[src/design/pst_pkg.sv]
// Package of the photogate speed timer: widths, reset values, register indexes
package pst_pkg;

    // Configuration register widths and reset values
    localparam int THR_W       = 10;
    localparam int SPACING_W   = 16;
    localparam int CFG_DATA_W  = 16;
    localparam int CFG_IDX_W   = 2;

    localparam logic [THR_W-1:0]     THR1_RST    = THR_W'(720);
    localparam logic [THR_W-1:0]     THR2_RST    = THR_W'(450);
    localparam logic [SPACING_W-1:0] SPACING_RST = SPACING_W'(200);

    // Register indexes
    localparam logic [CFG_IDX_W-1:0] REG_THR1    = 2'd0;
    localparam logic [CFG_IDX_W-1:0] REG_THR2    = 2'd1;
    localparam logic [CFG_IDX_W-1:0] REG_SPACING = 2'd2;

    // Default parameter values
    localparam int SAMPLE_BITS_DEF = 10;
    localparam int TIME_BITS_DEF   = 32;

    // Result field widths
    localparam int TRANSIT_W = 32;
    localparam int SPEED_W   = 26;
    localparam int ACCEL_W   = 36;
    localparam int OUT_FIELDS_W = TRANSIT_W + SPEED_W + ACCEL_W;
    localparam int OUT_TDATA_W  = ((OUT_FIELDS_W + 7) / 8) * 8;

    // Dividend width of the shared divider
    localparam int DIV_W = ACCEL_W;

    // Scale factor mm/s per mm/ms
    localparam int KILO = 1000;

    // Status of the shared divider
    typedef struct packed {
        logic busy;
        logic done;
    } t_div_stat;

endpackage

[src/design/pst_div.sv]
// Shared restoring divider, one quotient bit per cycle
module pst_div #(
    parameter int TIME_BITS = pst_pkg::TIME_BITS_DEF
) (
    input  logic                      i_clk,
    input  logic                      i_rst_n,
    input  logic                      i_start,
    input  logic [pst_pkg::DIV_W-1:0] i_dividend,
    input  logic [TIME_BITS-1:0]      i_divisor,
    output pst_pkg::t_div_stat        o_stat,
    output logic [pst_pkg::DIV_W-1:0] o_quot
);
    import pst_pkg::*;

    localparam int CNT_W = $clog2(DIV_W);

    logic             r_busy, n_busy;
    logic             r_done, n_done;
    logic [CNT_W-1:0] r_cnt, n_cnt;
    logic [DIV_W-1:0] r_quo, n_quo;
    logic [TIME_BITS-1:0] r_rem, n_rem;
    logic [TIME_BITS-1:0] r_dvs, n_dvs;
    logic [TIME_BITS:0]   trial;
    logic                 fits;

    // One shift-compare-subtract step
    always_comb begin
        trial  = {r_rem, r_quo[DIV_W-1]};
        fits   = trial >= {1'b0, r_dvs};
        n_busy = r_busy;
        n_done = 1'b0;
        n_cnt  = r_cnt;
        n_quo  = r_quo;
        n_rem  = r_rem;
        n_dvs  = r_dvs;
        if (i_start) begin
            n_busy = 1'b1;
            n_cnt  = '0;
            n_quo  = i_dividend;
            n_rem  = '0;
            n_dvs  = i_divisor;
        end else if (r_busy) begin
            n_quo = {r_quo[DIV_W-2:0], fits};
            n_rem = fits ? TIME_BITS'(trial - {1'b0, r_dvs}) : TIME_BITS'(trial);
            n_cnt = r_cnt + CNT_W'(1);
            if (r_cnt == CNT_W'(DIV_W - 1)) begin
                n_busy = 1'b0;
                n_done = 1'b1;
            end
        end
    end

    // Control state
    always_ff @(posedge i_clk) begin
        if (!i_rst_n) begin
            r_busy <= 1'b0;
            r_done <= 1'b0;
            r_cnt  <= '0;
        end else begin
            r_busy <= n_busy;
            r_done <= n_done;
            r_cnt  <= n_cnt;
        end
    end

    // Datapath
    always_ff @(posedge i_clk) begin
        r_quo <= n_quo;
        r_rem <= n_rem;
        r_dvs <= n_dvs;
    end

    assign o_stat.busy = r_busy;
    assign o_stat.done = r_done;
    assign o_quot      = r_quo;

endmodule

[src/design/photogate_speed_timer_core.sv]
// Top level of the photogate speed timer: gate logic, sequencer, output register
//
// Channel | Direction | Payload (low bit first)                 | Handshake
// s       | in        | tdata: first_sample, second_sample      | i_s_tvalid / o_s_tready
// m       | out       | tdata: transit, speed, accel; tuser: zt | o_m_tvalid / i_m_tready
// cfg     | in        | index, data                             | i_cfg_we, no wait
//
// A request with no detection leaves the sequencer idle; a zero transit passes through S_DONE only.
// A detection with nonzero transit runs S_START1, S_WAIT1, S_START2, S_WAIT2, S_DONE,
// waiting on the shared divider that produces one quotient bit per cycle for each quotient.
// Reset is synchronous and active low; it restores the control and configuration registers and disarms.
// A held result in the output register does not stop new requests; only the
// load of a new result waits for the output register to empty.
module photogate_speed_timer_core #(
    parameter int SAMPLE_BITS = pst_pkg::SAMPLE_BITS_DEF,
    parameter int TIME_BITS   = pst_pkg::TIME_BITS_DEF,
    parameter int IN_TDATA_W  = ((2 * SAMPLE_BITS + 7) / 8) * 8
) (
    input  logic                            i_clk,
    input  logic                            i_rst_n,
    // fields: first_sample, second_sample
    input  logic [IN_TDATA_W-1:0]           i_s_tdata,
    input  logic                            i_s_tvalid,
    output logic                            o_s_tready,
    // fields: transit_ms, speed_mm_s, accel_mm_s2
    output logic [pst_pkg::OUT_TDATA_W-1:0] o_m_tdata,
    // fields: zero_time
    output logic [0:0]                      o_m_tuser,
    output logic                            o_m_tvalid,
    input  logic                            i_m_tready,
    input  logic                            i_cfg_we,
    input  logic [pst_pkg::CFG_IDX_W-1:0]   i_cfg_idx,
    input  logic [pst_pkg::CFG_DATA_W-1:0]  i_cfg_data
);
    import pst_pkg::*;

    localparam int CMP_W = (SAMPLE_BITS > THR_W) ? SAMPLE_BITS : THR_W;

    // Sequencer states
    localparam logic [2:0] S_IDLE   = 3'd0;
    localparam logic [2:0] S_START1 = 3'd1;
    localparam logic [2:0] S_WAIT1  = 3'd2;
    localparam logic [2:0] S_START2 = 3'd3;
    localparam logic [2:0] S_WAIT2  = 3'd4;
    localparam logic [2:0] S_DONE   = 3'd5;

    logic [2:0]             r_state, n_state;
    logic [THR_W-1:0]       r_thr1, r_thr2;
    logic [SPACING_W-1:0]   r_spacing;
    logic                   r_armed, n_armed;
    logic [TIME_BITS-1:0]   r_elapsed, n_elapsed;
    logic [TIME_BITS-1:0]   r_t, n_t;
    logic [SPEED_W-1:0]     r_speed, n_speed;
    logic [ACCEL_W-1:0]     r_accel, n_accel;
    logic                   r_zero, n_zero;
    logic                   r_m_valid, n_m_valid;
    logic [OUT_FIELDS_W-1:0] r_m_data, n_m_data;
    logic                   r_m_zero, n_m_zero;

    logic [SAMPLE_BITS-1:0] s1, s2;
    logic                   s1_hit, s2_hit, arm_now, armed_mid, fire, accept;
    logic [TIME_BITS-1:0]   elapsed_mid;
    logic                   div_start;
    logic [DIV_W-1:0]       div_dividend;
    logic [DIV_W-1:0]       div_quot;
    t_div_stat              div_stat;

    assign accept = i_s_tvalid && o_s_tready;
    assign s1     = i_s_tdata[SAMPLE_BITS-1:0];
    assign s2     = i_s_tdata[2*SAMPLE_BITS-1:SAMPLE_BITS];

    // Gate tests and tick counter for one sample pair
    always_comb begin
        s1_hit    = CMP_W'(s1) < CMP_W'(r_thr1);
        s2_hit    = CMP_W'(s2) < CMP_W'(r_thr2);
        arm_now   = !r_armed && s1_hit;
        armed_mid = r_armed || arm_now;
        if (arm_now) begin
            elapsed_mid = '0;
        end else if (r_armed && (r_elapsed != '1)) begin
            elapsed_mid = r_elapsed + TIME_BITS'(1);
        end else begin
            elapsed_mid = r_elapsed;
        end
        fire = armed_mid && s2_hit;
    end

    // Divider operands: spacing*1000 first, then speed*1000
    always_comb begin
        div_start = (r_state == S_START1) || (r_state == S_START2);
        if (r_state == S_START2) begin
            div_dividend = DIV_W'(r_speed) * DIV_W'(KILO);
        end else begin
            div_dividend = DIV_W'(SPEED_W'(r_spacing) * SPEED_W'(KILO));
        end
    end

    pst_div #(
        .TIME_BITS (TIME_BITS)
    ) u_div (
        .i_clk      (i_clk),
        .i_rst_n    (i_rst_n),
        .i_start    (div_start),
        .i_dividend (div_dividend),
        .i_divisor  (r_t),
        .o_stat     (div_stat),
        .o_quot     (div_quot)
    );

    // Sequencer and result assembly
    always_comb begin
        n_state   = r_state;
        n_armed   = r_armed;
        n_elapsed = r_elapsed;
        n_t       = r_t;
        n_speed   = r_speed;
        n_accel   = r_accel;
        n_zero    = r_zero;
        n_m_valid = r_m_valid && !i_m_tready;
        n_m_data  = r_m_data;
        n_m_zero  = r_m_zero;
        unique case (r_state)
            S_IDLE: begin
                if (accept) begin
                    n_armed   = armed_mid && !fire;
                    n_elapsed = elapsed_mid;
                    if (fire) begin
                        n_t = elapsed_mid;
                        if (elapsed_mid == '0) begin
                            n_speed = '1;
                            n_accel = '1;
                            n_zero  = 1'b1;
                            n_state = S_DONE;
                        end else begin
                            n_zero  = 1'b0;
                            n_state = S_START1;
                        end
                    end
                end
            end
            S_START1: n_state = S_WAIT1;
            S_WAIT1: begin
                if (div_stat.done) begin
                    n_speed = div_quot[SPEED_W-1:0];
                    n_state = S_START2;
                end
            end
            S_START2: n_state = S_WAIT2;
            S_WAIT2: begin
                if (div_stat.done) begin
                    n_accel = div_quot[ACCEL_W-1:0];
                    n_state = S_DONE;
                end
            end
            S_DONE: begin
                if (!r_m_valid || i_m_tready) begin
                    n_m_valid = 1'b1;
                    n_m_data  = {r_accel, r_speed, TRANSIT_W'(r_t)};
                    n_m_zero  = r_zero;
                    n_state   = S_IDLE;
                end
            end
            default: n_state = S_IDLE;
        endcase
    end

    // Control state and configuration registers
    always_ff @(posedge i_clk) begin
        if (!i_rst_n) begin
            r_state   <= S_IDLE;
            r_armed   <= 1'b0;
            r_elapsed <= '0;
            r_m_valid <= 1'b0;
            r_thr1    <= THR1_RST;
            r_thr2    <= THR2_RST;
            r_spacing <= SPACING_RST;
        end else begin
            r_state   <= n_state;
            r_armed   <= n_armed;
            r_elapsed <= n_elapsed;
            r_m_valid <= n_m_valid;
            if (i_cfg_we) begin
                unique case (i_cfg_idx)
                    REG_THR1:    r_thr1    <= i_cfg_data[THR_W-1:0];
                    REG_THR2:    r_thr2    <= i_cfg_data[THR_W-1:0];
                    REG_SPACING: r_spacing <= i_cfg_data[SPACING_W-1:0];
                    default: ;
                endcase
            end
        end
    end

    // Result payload
    always_ff @(posedge i_clk) begin
        r_t      <= n_t;
        r_speed  <= n_speed;
        r_accel  <= n_accel;
        r_zero   <= n_zero;
        r_m_data <= n_m_data;
        r_m_zero <= n_m_zero;
    end

    assign o_s_tready = (r_state == S_IDLE) && !div_stat.busy;
    assign o_m_tvalid = r_m_valid;
    assign o_m_tdata  = OUT_TDATA_W'(r_m_data);
    assign o_m_tuser  = r_m_zero;

endmodule

[config.mk]
export PLATFORM = sky130hd
export DESIGN_NAME = photogate_speed_timer_core
export DESIGN_NICKNAME = d
export VERILOG_FILES = /design/src/design/pst_pkg.sv /design/src/design/pst_div.sv /design/src/design/photogate_speed_timer_core.sv
export SDC_FILE = /design/constraint.sdc
export NUM_CORES = 1
export LEC_CHECK = 0
export ABC_AREA = 1
export ABC_CLOCK_PERIOD_IN_PS = 7130
export BUFFER_PORTS_ARGS = -buffer_cell sky130_fd_sc_hd__buf_2
export CAP_MARGIN = 15
export CORE_ASPECT_RATIO = 0.6
export CORE_MARGIN = 10
export CORE_UTILIZATION = 45
export CTS_CLUSTER_DIAMETER = 200
export DETAILED_ROUTE_END_ITERATION = 6
export PLACE_DENSITY_LB_ADDON = 0.25
export SLEW_MARGIN = 10
export SYNTH_ARGS = -nofsm -noshare
export SYNTH_HDL_FRONTEND = slang
export SYNTH_SLANG_ARGS = --single-unit
[constraint.sdc]
create_clock -name i_clk -period 7.13 [get_ports i_clk]
set_clock_uncertainty 0.1 [all_clocks]
set_input_delay 0.713 -clock i_clk [delete_from_list [all_inputs] [get_ports i_clk]]
set_output_delay 0.713 -clock i_clk [all_outputs]
set_load 0.01 [all_outputs]
==> impl_metrics.toml <==
[status]
status = "finished, final reports clean"

[final_layout]
syn_to_final_growth_pct = 11.50
postLayoutCellArea_um2 = 26390
fillCellCount = 4706
final_core_util = 0.5124
area.sequential_um2 = 10010
layout.nets = 3069
drive_above_1_share = 0.09651
multi_input_area_um2 = 11720
antennaDiodeCount = 0

[cts]
cts_root_buffer = "clkbuf_16"
cts_buffer_depth = 3
clk_pin_slew_worst_paths_ps = 70
clk_latency_ps = 580
ctsHoldBuffers = 0
numCtsBuffers = 38
clock-sinks = 371
post-cts-setup-buffers = 0
cts_tree = "built"
cts.repair.resized = 0
h-tree-depth = 2

[route]
firstDrtPassIters = 6
post_drt_wl_per_cell_um = 17.70
num_vias = 17770
drt_iter0_drc = 1470
wirelength_um = 60490
drtAntennaViolNets = 0
routed_via_density = 5.198
drc_errors = 0

[synthesis]
ys_seq_area_frac = 0.4230
synth-adder-area-share = 0.2196
synth-simple-area-share = 0.1516
synth_compound_area_frac = 0.1038
ys_types = 50
synthArstFlopShare = 0
yosysWarnings = 0
syn_area_um2 = 23660
yosysTopAreaCell = "edfxtp_1"
synth_common_cells = "nand2_1, inv_1, edfxtp_1"
synth_flop_cell = "edfxtp_1"
syn_area_per_cell_um2 = 9.262
yosysTopAreaCellShare = 0.3274
synth_edf_count = 258
syn-instance-count = 2555
synth-seq-cells = 371
synth_mux_area_frac = 0
yosysMostFrequentCell = "nand2_1"
synth.area.top_cells = "edfxtp_1, fa_1, dfxtp_1"
synth_xor_area_frac = 0.01777
synth_top_family_by_area = "adder cells"

[flow_run]
cap_violations = 0

[setup_path]
worst-setup-path-type = "flop to flop"
required_ps = 7320
r2r_slack_ps = 1780
cp.arrival_ps = 5530
rr_worst_depth = 19
rr_startpoint = "r_spacing[0]"
startpoint_type = "flop"
cp-end-kind = "flop"
rr_endpoint = "u_div.o_quot[22]"
path_max_fanout = 6

[sta]
setup_viol = 0
slew_headroom = 0.3666
rsz0062_at_grt = "false"
post-route-period-util = 0.7497
drv_slew = 0
finalSetupTns_ps = 0
fmax_mhz = 187.1
hold_viol_final = 0
worst-slew-pin-transition_ps = 949.1
min_period_ps = 5346

[global_route]
gr-total-overflow = 0
grt_max_degree = 71
first_global_vias = 16790
track_usage = 0.1938
antenna_found_initial = 3
grt_pass1_wl_um = 95880

[place]
dpl_cell_area_um2 = 25140
io_buffer_count = 139
gp_congestion = 0.9383
hpwl_um = 47340

[die]
die_area_um2 = 62460
die_w_um = 316.0
dieHeight_um = 197.6
pin_count = 146
core-area_um2 = 51490
core.rowCount = 64
start_util = 0.4596

[hold_path]
holdCritStartpoint = "i_cfg_data[8]"
hold_path_end = "r_thr2[8]"
holdPathStages = 3
worstHoldPathType = "input port to flop"
worst max path at each step:
stage | from | end | slack (ps)
finish | r_spacing[0] | u_div.o_quot[22] | 1780
global route | r_speed[0] | u_div.o_quot[27] | 1410
CTS | r_speed[0] | u_div.o_quot[27] | 1910
detailed placement | r_speed[3] | u_div.o_quot[27] | 1920
global placement | r_speed[0] | u_div.o_quot[27] | 1970
floorplan | i_m_tready | o_m_tuser | 1080
final cells by class:
type | instances | share of cell area
repair buffers | 155 | 0.03139
well taps | 693 | 0.03286
clock inverters | 23 | 0.008156
flip-flops and latches | 371 | 0.3794
clock buffers | 46 | 0.03836
multi-input cells | 1668 | 0.4441
inverters | 462 | 0.06572
logic make-up after synthesis:
family / count (synthesis)
and+or+nand+nor: 850
buffers and inverters: 517
AOI/OAI and AO/OA: 442
DFF: 371
adders and majority gates: 326
xor gates and xnor gates: 48
other: 1
metrics by stage:
step | cells | setup slack, ps | hold WS, ps
3_3_place_gp | 3348 | 1973 | 304.9
3_5_place_dp | 3348 | 1925 | 304.5
5_1_grt | 3418 | 1407 | 297.3
4_1_cts | 3417 | 1906 | 285.1
2_1_floorplan | 2556 | 1083 | 300.3
6_report | 3418 | 1784 | 313.6
flip-flops by register name, summed over array words and instances, names as in the netlist, 26 cells and up:
signal,count
u_div.o_quot,36
r_accel,36
r_t,32
u_div.r_dvs,32
u_div.r_rem,32
r_m_data,94
r_elapsed,32
r_speed,26
metal layers:
layer / wire (um) / up-vias / global-route usage
met3: 5995 / 74 / 0.05549
met1: 31210 / 8464 / 0.3124
met5: 7 / - / 0
met4: 868 / 2 / 0.03834
met2: 22400 / 561 / 0.2464
li1: - / 8667 / -
cells in the final DEF (no fill, tap or decap), types with 10 or more instances in the layout:
cell type | netlist | layout
inv_1 | 458 | 458
buf_4 | 4 | 15
xnor2_1 | 30 | 30
clkbuf_16 | 0 | 39
o211ai_1 | 40 | 40
buf_2 | 8 | 139
dfxtp_1 | 113 | 113
a21o_1 | 11 | 11
nor3_1 | 26 | 24
o21a_1 | 10 | 10
nand4_1 | 15 | 15
edfxtp_1 | 258 | 258
nor2_2 | 8 | 10
nand2_1 | 481 | 481
or2_2 | 13 | 13
a21oi_1 | 188 | 185
nand3_1 | 107 | 107
fa_1 | 149 | 149
nor2_1 | 168 | 165
xor2_1 | 18 | 18
ha_1 | 177 | 177
o21ai_0 | 154 | 154
critical path: stages (launching register included):
cell      delay (ps)
dfxtp_1          410
fa_1             590
inv_1             60
fa_1             530
fa_1             460
fa_1             530
inv_1             40
ha_1             360
inv_1            100
o21bai_1          90
nand2_1           70
nand2_1           60
a21oi_1          230
inv_1             70
nand2_1           60
nand2_1          100
a21oi_1          220
o21ai_0          140
o21ai_0          680
o211ai_1         170
Power is not shown: default switching activity piles up to over one toggle a cycle in this logic, so the estimate is an artifact.
